`config.mk`:
```
export PLATFORM = sky130hd
export DESIGN_NAME = sorted_union_distinct_unit
export DESIGN_NICKNAME = d
export VERILOG_FILES = /design/src/rtl/sud_pkg.sv /design/src/rtl/sud_front.sv /design/src/rtl/sud_queue.sv /design/src/rtl/sud_back.sv /design/src/rtl/sorted_union_distinct_unit.sv
export VERILOG_INCLUDE_DIRS = /design/src /design/src/rtl
export SDC_FILE = /design/constraint.sdc
export NUM_CORES = 2
export LEC_CHECK = 0
export BUFFER_PORTS_ARGS = -buffer_cell sky130_fd_sc_hd__buf_4
export CAP_MARGIN = 20
export CORE_UTILIZATION = 35
export CTS_CLUSTER_SIZE = 8
export DETAILED_ROUTE_END_ITERATION = 16
export PLACE_DENSITY = 0.54
export SLEW_MARGIN = 30
export SYNTH_ARGS = -nofsm -noshare
export SYNTH_HDL_FRONTEND = slang
export SYNTH_SLANG_ARGS = --single-unit
export TNS_END_PERCENT = 50
```
`constraint.sdc`:
```
create_clock -name clk -period 5.7 [get_ports clk]
set_input_delay 1.14 -clock clk [delete_from_list [all_inputs] [get_ports clk]]
set_output_delay 1.14 -clock clk [all_outputs]
set_load 0.03 [all_outputs]
```
`src/rtl/sorted_union_distinct_unit_assert.svh`:
```
// Assertion helpers for the sorted union block.
// Both expect clk and rst_n in the scope where they are used.
`ifndef SORTED_UNION_DISTINCT_UNIT_ASSERT_SVH
`define SORTED_UNION_DISTINCT_UNIT_ASSERT_SVH

// same-cycle implication
`define SUD_ASSERT_NOW(lbl, ante, cons, msg) \
    lbl: assert property (@(posedge clk) disable iff (!rst_n) (ante) |-> (cons)) \
        else $error(msg);

// next-cycle implication
`define SUD_ASSERT_NEXT(lbl, ante, cons, msg) \
    lbl: assert property (@(posedge clk) disable iff (!rst_n) (ante) |=> (cons)) \
        else $error(msg);

`endif

```
`src/rtl/sud_pkg.sv`:
```
package sud_pkg;

    localparam int DEPTH  = 16;
    localparam int CNT_W  = $clog2(DEPTH + 1);
    localparam int ADDR_W = (DEPTH > 1) ? $clog2(DEPTH) : 1;

    localparam int QDEPTH = 4;
    localparam int QPTR_W = $clog2(QDEPTH);
    localparam int QCNT_W = $clog2(QDEPTH + 1);

    // request type codes on the input port
    localparam logic [1:0] REQ_APPEND_A = 2'd0;
    localparam logic [1:0] REQ_APPEND_B = 2'd1;
    localparam logic [1:0] REQ_RUN      = 2'd2;

    typedef struct packed {
        logic [1:0]          req_type;
        logic signed [31:0]  value;
    } req_t;

    typedef struct packed {
        logic signed [31:0]  elem;
        logic                elem_valid;
        logic                last;
        logic                overflow;
    } res_t;

    typedef enum logic [1:0] {
        OP_APPEND_A,
        OP_APPEND_B,
        OP_RUN
    } op_t;

    typedef struct packed {
        op_t                 op;
        logic signed [31:0]  value;
    } qent_t;

    // queue head as seen by the back end
    typedef struct packed {
        logic   valid;
        qent_t  entry;
    } q2b_t;

    typedef enum logic {
        ST_IDLE,
        ST_RUN
    } state_t;

endpackage

```
`src/rtl/sud_front.sv`:
```
module sud_front
    import sud_pkg::*;
(
    input  logic   start,
    input  req_t   req,
    input  logic   q_full,
    output logic   busy,
    output logic   push,
    output qent_t  push_ent
);

    logic known;

    always_comb
    begin
        known       = 1'b1;
        push_ent.op = OP_APPEND_A;
        unique case (req.req_type)
            REQ_APPEND_A: push_ent.op = OP_APPEND_A;
            REQ_APPEND_B: push_ent.op = OP_APPEND_B;
            REQ_RUN:      push_ent.op = OP_RUN;
            default:      known       = 1'b0;   // unused code, dropped here
        endcase
        push_ent.value = req.value;
    end

    assign busy = q_full;
    assign push = start && !q_full && known;

endmodule

```
`src/rtl/sud_queue.sv`:
```
module sud_queue
    import sud_pkg::*;
(
    input  logic   clk,
    input  logic   rst_n,
    input  logic   push,
    input  qent_t  push_ent,
    input  logic   pop,
    output logic   full,
    output q2b_t   head
);

    qent_t             slot [QDEPTH];
    logic [QPTR_W-1:0] wr_ptr_reg, wr_ptr_next;
    logic [QPTR_W-1:0] rd_ptr_reg, rd_ptr_next;
    logic [QCNT_W-1:0] fill_reg, fill_next;
    logic              do_push, do_pop;

    assign full    = (fill_reg == QCNT_W'(QDEPTH));
    assign do_push = push && !full;
    assign do_pop  = pop && (fill_reg != '0);

    assign head.valid = (fill_reg != '0);
    assign head.entry = slot[rd_ptr_reg];

    always_comb
    begin
        wr_ptr_next = do_push ? wr_ptr_reg + 1'b1 : wr_ptr_reg;
        rd_ptr_next = do_pop  ? rd_ptr_reg + 1'b1 : rd_ptr_reg;
        fill_next   = fill_reg;
        if (do_push && !do_pop)
        begin
            fill_next = fill_reg + 1'b1;
        end
        else if (do_pop && !do_push)
        begin
            fill_next = fill_reg - 1'b1;
        end
    end

    always_ff @(posedge clk or negedge rst_n)
    begin
        if (!rst_n)
        begin
            wr_ptr_reg <= '0;
            rd_ptr_reg <= '0;
            fill_reg   <= '0;
        end
        else
        begin
            wr_ptr_reg <= wr_ptr_next;
            rd_ptr_reg <= rd_ptr_next;
            fill_reg   <= fill_next;
        end
    end

    always_ff @(posedge clk)
    begin
        if (do_push)
        begin
            slot[wr_ptr_reg] <= push_ent;
        end
    end

endmodule

```
`src/rtl/sud_back.sv`:
```
`include "sorted_union_distinct_unit_assert.svh"

module sud_back
    import sud_pkg::*;
(
    input  logic  clk,
    input  logic  rst_n,
    input  q2b_t  head,
    output logic  pop,
    output logic  strobe,
    output res_t  result
);

    state_t state_reg, state_next;

    logic [31:0] mem_a [DEPTH];
    logic [31:0] mem_b [DEPTH];

    logic [CNT_W-1:0]   count_a_reg, count_a_next;
    logic [CNT_W-1:0]   count_b_reg, count_b_next;
    logic               dropped_reg, dropped_next;

    // walk indexes; during a run read data matches mem[idx]
    logic [CNT_W-1:0]   ia_reg, ia_next;
    logic [CNT_W-1:0]   ib_reg, ib_next;
    logic signed [31:0] qa_reg, qb_reg;
    // skip mode: last emitted value of each list
    logic               skip_a_reg, skip_a_next;
    logic               skip_b_reg, skip_b_next;
    logic signed [31:0] ta_reg, ta_next;
    logic signed [31:0] tb_reg, tb_next;

    // one-deep hold so the final result can carry last
    logic               pend_vld_reg, pend_vld_next;
    logic signed [31:0] pend_reg, pend_next;

    logic               strobe_reg, strobe_next;
    res_t               result_reg, result_next;

    logic wr_a, wr_b, is_run;
    logic ok_a, ok_b, av_a, av_b, take_a, take_b, done;
    logic signed [31:0] pick;

    assign pop    = (state_reg == ST_IDLE) && head.valid;
    assign is_run = pop && (head.entry.op == OP_RUN);
    assign wr_a   = pop && (head.entry.op == OP_APPEND_A) && (count_a_reg < CNT_W'(DEPTH));
    assign wr_b   = pop && (head.entry.op == OP_APPEND_B) && (count_b_reg < CNT_W'(DEPTH));

    // merge step decode
    always_comb
    begin
        ok_a   = !skip_a_reg || (ia_reg >= count_a_reg) || (qa_reg != ta_reg);
        ok_b   = !skip_b_reg || (ib_reg >= count_b_reg) || (qb_reg != tb_reg);
        av_a   = ia_reg < count_a_reg;
        av_b   = ib_reg < count_b_reg;
        take_a = 1'b0;
        take_b = 1'b0;
        if (ok_a && ok_b)
        begin
            if (av_a && av_b)
            begin
                take_a = !(qb_reg < qa_reg);
                take_b = !(qa_reg < qb_reg);
            end
            else
            begin
                take_a = av_a;
                take_b = av_b;
            end
        end
        done = ok_a && ok_b && !av_a && !av_b;
        pick = take_a ? qa_reg : qb_reg;
    end

    always_comb
    begin
        state_next = state_reg;
        unique case (state_reg)
            ST_IDLE: if (is_run) state_next = ST_RUN;
            ST_RUN:  if (done)   state_next = ST_IDLE;
            default: state_next = ST_IDLE;
        endcase
    end

    always_comb
    begin
        count_a_next  = count_a_reg;
        count_b_next  = count_b_reg;
        dropped_next  = dropped_reg;
        ia_next       = ia_reg;
        ib_next       = ib_reg;
        skip_a_next   = skip_a_reg;
        skip_b_next   = skip_b_reg;
        ta_next       = ta_reg;
        tb_next       = tb_reg;
        pend_vld_next = pend_vld_reg;
        pend_next     = pend_reg;
        strobe_next   = 1'b0;
        result_next   = result_reg;

        unique case (state_reg)
            ST_IDLE:
            begin
                ia_next     = '0;
                ib_next     = '0;
                skip_a_next = 1'b0;
                skip_b_next = 1'b0;
                if (wr_a)
                begin
                    count_a_next = count_a_reg + 1'b1;
                end
                if (wr_b)
                begin
                    count_b_next = count_b_reg + 1'b1;
                end
                if (pop && !is_run && !wr_a && !wr_b)
                begin
                    dropped_next = 1'b1;
                end
            end
            ST_RUN:
            begin
                if (done)
                begin
                    strobe_next            = 1'b1;
                    result_next.elem       = pend_vld_reg ? pend_reg : '0;
                    result_next.elem_valid = pend_vld_reg;
                    result_next.last       = 1'b1;
                    result_next.overflow   = dropped_reg;
                    pend_vld_next          = 1'b0;
                    count_a_next           = '0;
                    count_b_next           = '0;
                    dropped_next           = 1'b0;
                    ia_next                = '0;
                    ib_next                = '0;
                    skip_a_next            = 1'b0;
                    skip_b_next            = 1'b0;
                end
                else if (ok_a && ok_b)
                begin
                    if (pend_vld_reg)
                    begin
                        strobe_next            = 1'b1;
                        result_next.elem       = pend_reg;
                        result_next.elem_valid = 1'b1;
                        result_next.last       = 1'b0;
                        result_next.overflow   = dropped_reg;
                    end
                    pend_vld_next = 1'b1;
                    pend_next     = pick;
                    skip_a_next   = take_a;
                    skip_b_next   = take_b;
                    if (take_a)
                    begin
                        ta_next = qa_reg;
                        ia_next = ia_reg + 1'b1;
                    end
                    if (take_b)
                    begin
                        tb_next = qb_reg;
                        ib_next = ib_reg + 1'b1;
                    end
                end
                else
                begin
                    // a list still inside a run of equal values steps on
                    if (!ok_a)
                    begin
                        ia_next = ia_reg + 1'b1;
                    end
                    else
                    begin
                        skip_a_next = 1'b0;
                    end
                    if (!ok_b)
                    begin
                        ib_next = ib_reg + 1'b1;
                    end
                    else
                    begin
                        skip_b_next = 1'b0;
                    end
                end
            end
            default: ;
        endcase
    end

    always_ff @(posedge clk or negedge rst_n)
    begin
        if (!rst_n)
        begin
            state_reg    <= ST_IDLE;
            count_a_reg  <= '0;
            count_b_reg  <= '0;
            dropped_reg  <= 1'b0;
            ia_reg       <= '0;
            ib_reg       <= '0;
            skip_a_reg   <= 1'b0;
            skip_b_reg   <= 1'b0;
            pend_vld_reg <= 1'b0;
            strobe_reg   <= 1'b0;
        end
        else
        begin
            state_reg    <= state_next;
            count_a_reg  <= count_a_next;
            count_b_reg  <= count_b_next;
            dropped_reg  <= dropped_next;
            ia_reg       <= ia_next;
            ib_reg       <= ib_next;
            skip_a_reg   <= skip_a_next;
            skip_b_reg   <= skip_b_next;
            pend_vld_reg <= pend_vld_next;
            strobe_reg   <= strobe_next;
        end
    end

    always_ff @(posedge clk)
    begin
        ta_reg     <= ta_next;
        tb_reg     <= tb_next;
        pend_reg   <= pend_next;
        result_reg <= result_next;
    end

    // stores: read at the next index so q matches mem[idx] in each cycle of a run
    always_ff @(posedge clk)
    begin
        if (wr_a)
        begin
            mem_a[count_a_reg[ADDR_W-1:0]] <= head.entry.value;
        end
        qa_reg <= mem_a[ia_next[ADDR_W-1:0]];
    end

    always_ff @(posedge clk)
    begin
        if (wr_b)
        begin
            mem_b[count_b_reg[ADDR_W-1:0]] <= head.entry.value;
        end
        qb_reg <= mem_b[ib_next[ADDR_W-1:0]];
    end

    assign strobe = strobe_reg;
    assign result = result_reg;

    `SUD_ASSERT_NOW(a_idx_bound, state_reg == ST_RUN, (ia_reg <= count_a_reg) && (ib_reg <= count_b_reg), "walk index past list count")
    `SUD_ASSERT_NOW(a_empty_last, strobe_reg && !result_reg.elem_valid, result_reg.last, "empty result without last")
    `SUD_ASSERT_NOW(a_last_idle, strobe_reg && result_reg.last, state_reg == ST_IDLE, "last result while run still active")
    `SUD_ASSERT_NEXT(a_clear_after_run, (state_reg == ST_RUN) && done, (count_a_reg == '0) && (count_b_reg == '0) && !dropped_reg && !pend_vld_reg, "state not cleared after run")

endmodule

```
`src/rtl/sorted_union_distinct_unit.sv`:
```
// Sorted union without repeats. Requests are taken when start is high and
// busy is low: append to list A, append to list B (up to DEPTH entries each,
// extra appends are dropped and flagged as overflow), or run. Appends go
// through a 4-entry request queue and retire one per cycle while no run is
// active, so a stream of appends is taken back to back. A run walks both
// stores through their single read ports, one merge step per cycle; while it
// runs the queue keeps taking requests and busy rises only when the queue is
// full. Results come out at most one per cycle on result, each for exactly
// one cycle with strobe high; the receiver cannot stall, so every strobe
// cycle must be captured. The first result of a run leaves only once the
// walk has picked the next element or ended, since each element is held
// until the walk knows whether it is the last one. An empty union gives one
// result with elem_valid low and last high. Counts and the overflow flag
// clear when the run completes.
module sorted_union_distinct_unit
    import sud_pkg::*;
(
    input  logic  clk,
    input  logic  rst_n,
    input  logic  start,
    input  req_t  req,
    output logic  busy,
    output logic  strobe,
    output res_t  result
);

    logic  q_full;
    logic  push;
    qent_t push_ent;
    logic  pop;
    q2b_t  q_head;

    // decode request type, unused codes never enter the queue
    sud_front u_front
    (
        .start    (start),
        .req      (req),
        .q_full   (q_full),
        .busy     (busy),
        .push     (push),
        .push_ent (push_ent)
    );

    // decouples request intake from the merge walk
    sud_queue u_queue
    (
        .clk      (clk),
        .rst_n    (rst_n),
        .push     (push),
        .push_ent (push_ent),
        .pop      (pop),
        .full     (q_full),
        .head     (q_head)
    );

    // list stores, counts and the merge engine
    sud_back u_back
    (
        .clk      (clk),
        .rst_n    (rst_n),
        .head     (q_head),
        .pop      (pop),
        .strobe   (strobe),
        .result   (result)
    );

endmodule
```
==> run summary <==
The number of different library cells in the post-synthesis netlist is 59, and the clock transition time at the flip-flop clock pins of the worst setup and hold paths is 0.05 ns. Setup violations remaining at the end of the flow were counted as 0. The slew at the pin closest to its max-slew limit was 1.026 ns; the critical path data required time was 6.40 ns.

The run finished with clean final reports. The area added between synthesis and finish is 13.64%, and the post-cts sizing count is 0. In this run the critical register-to-register path is launched from u_back.ia_reg[2]. The placed wire-length estimate is 118.1 mm, and the XOR/XNOR share of the synthesized area is 0.01013. The tools report the normalized max-slew margin as 0.3159. The critical path runs through a total of 13 cells. Among all stages on the critical path, the largest delay is contributed by sky130_fd_sc_hd__dfrtp_1.

The die outline area is 0.1944 mm^2. Root cell of the clock tree: sky130_fd_sc_hd__clkbuf_16. In this run the vertical extent of the chip is 440.9 um. For the total nets after synthesis, the log shows 5678.

Area fraction of the dominant cell type after synthesis: 0.5750. After detailed routing, the number of vias per cell comes to 6.315. Maximum level of the CTS H-tree: 4. The number of hold buffers added after CTS was 0.

For the setup slack after placement, the log shows 0.5791 ns. The top cell family by delay on the critical path is compound AO/OA/AOI/OAI gates. Setup repair after global routing left no endpoint under its margin.

In the synthesized netlist, the cells that appear most often are sky130_fd_sc_hd__edfxtp_1, sky130_fd_sc_hd__clkbuf_1, sky130_fd_sc_hd__nand4_1. The count of nets left with antenna violations once routing finished came out at 0. The final wirelength is 219.6 mm, and the post-synthesis register bit count is 1388. The total DRC errors in the routed layout was 0; the CTS buffer count was 192. The run gives 0.6063 as the sequential share of the synthesized area. The tools report the aggregate global-route resource usage as 0.2189. Count of boundary I/O pins: 74. Among all flip-flop cells after synthesis, the most frequent one is sky130_fd_sc_hd__edfxtp_1. The total buffers and inverters traversed by the critical path was 2. The tools report the DRC marker count from the first detailed-route iteration as 6060.

Setup skew after layout: 0.09425 ns. The critical path goes through ha_1 > a21oi_1 > o21a_1 > o21a_1 > and4_2 > buf_4 > nor2_1 > o21ai_1 > a41oi_1 > a21oi_4 > buf_12 > a222oi_1 > nand4_1. The number of antenna violations at the first check in global routing was 10; the final-layout setup total negative slack was 0 ns.

Routability-driven placement finished with a final weighted congestion of 0.8252. Counting stages on the worst path, the most repeated cell is sky130_fd_sc_hd__o21a_1. The final clock period utilization by the worst path was 0.9082; the final net count was 5502.

Dividing the synthesized area by the synthesized cell count gives 12.08 um^2. Entering global routing, the biggest net connects 202 pins. Sort of element at the start of the critical path: a register. The critical path is of the register to register type.

For the via count of the first global-routing pass, the log shows 48600. Clock latency on the worst-skew pair, taken at its later pin, is 0.88 ns. In this run the post-CTS setup repair buffer count came out at 0.

The arithmetic-cell share of the synthesized area counting full adders, half adders and majority gates works out to 0.01088. The core footprint came out at 0.1908 mm^2. In this run the cell area of the synthesized design comes to 0.06742 mm^2. The logs give 50870 for the vias after detailed routing and 0 for the max-slew violation total from the final report. Static timing analysis puts the maximum clock frequency at 193.2 MHz. For this run, the detailed router's first-pass iteration total came to 8.

The hold slack was 0.2763 ns. In the synthesized netlist, the number of instances is 5583. The number of flops mapped to enable cells by yosys came out at 1291. The min-delay analysis places its worst path in the category input pin to async pin. The tools report the register-to-register setup slack as 0.52 ns. The die is 440.9 um wide.

For the worst flop-to-flop path, the logic depth is 13. Worst flop-to-flop path endpoint: u_back.qa_reg[26]. Maximum cell stage delay along the critical path: 0.64 ns.

Fraction of the mapped netlist area in compound gates: 0.1447. Across all setup checks in the final design, the least slack found is 0.5235 ns. The initial standard-cell utilization of the core was 0.3534. TritonCTS built the clock tree.

The yosys synthesis warning count was 0. Yosys instantiated no cell more often than sky130_fd_sc_hd__edfxtp_1. After detailed routing, the average wire length per cell comes to 27.25 um. STA classifies the critical path endpoint as a register. The fraction of the mapped netlist area in simple logic gates was 0.1381.

The top cell type by total area after synthesis was sky130_fd_sc_hd__edfxtp_1. Ranked by total cell area, the synthesized netlist is headed by sky130_fd_sc_hd__edfxtp_1, sky130_fd_sc_hd__nand4_1, sky130_fd_sc_hd__a41oi_1. The proportion of synthesized flip-flops having asynchronous set or reset is 0.02378, and the largest driver fanout on the critical path is 40. The number of buffers on the longest clock path is 3. After synthesis, the largest family of logic cells by area is compound AO/OA/AOI/OAI gates. For this design, the sink count on the clock tree is 1388. The logs give 0 for the count of final hold-check violations and 0 for the overall overflow remaining after global route. The share of post-route cells with drive strength above 1 is 0.1276, and the global-route wire length before repair is 319.8 mm.

The final core utilization came out at 0.4016. Input and output buffers added on the ports amount to 73. Data arrives at the worst endpoint at 5.88 ns. The tool flagged a number of max-cap violations equal to 0.

The run gives 160 as the floorplan row count. Subtracting the final worst setup slack from the clock period gives 5.177 ns. The post-synthesis mux area share came out at 0.04925.
[area by class of cell]
type / count / area [um^2]
fillers: 17620 / 114200
diodes: 5 / 12.51
flip-flops and latches: 1388 / 40880
clock buffers: 310 / 5258
inverters: 118 / 457.9
clock inverters: 17 / 460.4
multi-input cells: 3488 / 24230
repair buffers: 219 / 2172
well taps: 2511 / 3142
[cells in the final DEF (no fill, tap or decap), types with 52 or more instances in the layout]
cell	synthesis	final
sky130_fd_sc_hd__a21oi_1	283	278
sky130_fd_sc_hd__a2bb2oi_1	256	256
sky130_fd_sc_hd__a31oi_1	262	262
sky130_fd_sc_hd__a41oi_1	257	257
sky130_fd_sc_hd__and3_1	259	259
sky130_fd_sc_hd__buf_4	0	176
sky130_fd_sc_hd__clkbuf_1	506	117
sky130_fd_sc_hd__clkbuf_16	0	192
sky130_fd_sc_hd__dfxtp_1	64	64
sky130_fd_sc_hd__edfxtp_1	1291	1291
sky130_fd_sc_hd__ha_1	57	57
sky130_fd_sc_hd__inv_1	115	112
sky130_fd_sc_hd__mux2_1	52	52
sky130_fd_sc_hd__mux2_2	174	174
sky130_fd_sc_hd__nand2_1	334	332
sky130_fd_sc_hd__nand3_1	271	271
sky130_fd_sc_hd__nand4_1	485	485
sky130_fd_sc_hd__nor3_1	278	267
sky130_fd_sc_hd__o211ai_1	196	196
sky130_fd_sc_hd__xnor2_1	74	74
[worst reg2reg max path, delay by kind of cell, from the launching register on]
| family | cells | cell delay (ns) |
|---|---|---|
| simple gates | 3 | 0.87 |
| flops | 1 | 0.64 |
| fa+ha+maj | 1 | 0.35 |
| compound gates | 7 | 2.40 |
| buf+inv | 2 | 0.80 |
[stage by stage]
stage / instance area (um^2) / cells
final: 76620 / 8056
after global routing: 76610 / 8052
after CTS: 76560 / 8050
after detailed placement: 70840 / 7723
after global placement: 70720 / 7718
after floorplan: 67420 / 5583
[per-layer routing]
| layer | up-vias | global-route usage | wire, um |
|---|---|---|---|
| met5 | - | 0 | 53 |
| met1 | 25780 | 0.3044 | 94980 |
| met3 | 424 | 0.03769 | 17400 |
| li1 | 22240 | - | - |
| met2 | 2416 | 0.3402 | 99750 |
| met4 | 8 | 0.08338 | 7362 |
[logic make-up (layout without fill, tap and decap cells)]
| group | Yosys count | in the layout |
|---|---|---|
| compound gates | 1342 | 1342 |
| xor+xnor | 78 | 78 |
| fa+ha+maj | 58 | 58 |
| buf+inv | 707 | 664 |
| flops | 1388 | 1388 |
| mux | 261 | 261 |
| other cells | 0 | 5 |
| simple gates | 1749 | 1749 |
[worst max-delay path by stage]
stage / startpoint / to / slack [ns]
3_5_place_dp: u_back.ia_reg[2] / u_back.qa_reg[24] / 0.58
2_1_floorplan: u_back.ib_reg[0] / u_back.pend_reg[0] / 0.44
5_1_grt: u_back.ia_reg[2] / u_back.qa_reg[24] / 0.30
6_report: u_back.ia_reg[2] / u_back.qa_reg[26] / 0.52
3_3_place_gp: u_back.ia_reg[2] / u_back.qa_reg[24] / 0.64
4_1_cts: u_back.ia_reg[2] / u_back.qa_reg[24] / 0.57
Power is not shown: default switching activity piles up to over one toggle a cycle in this logic, so the estimate is an artifact.
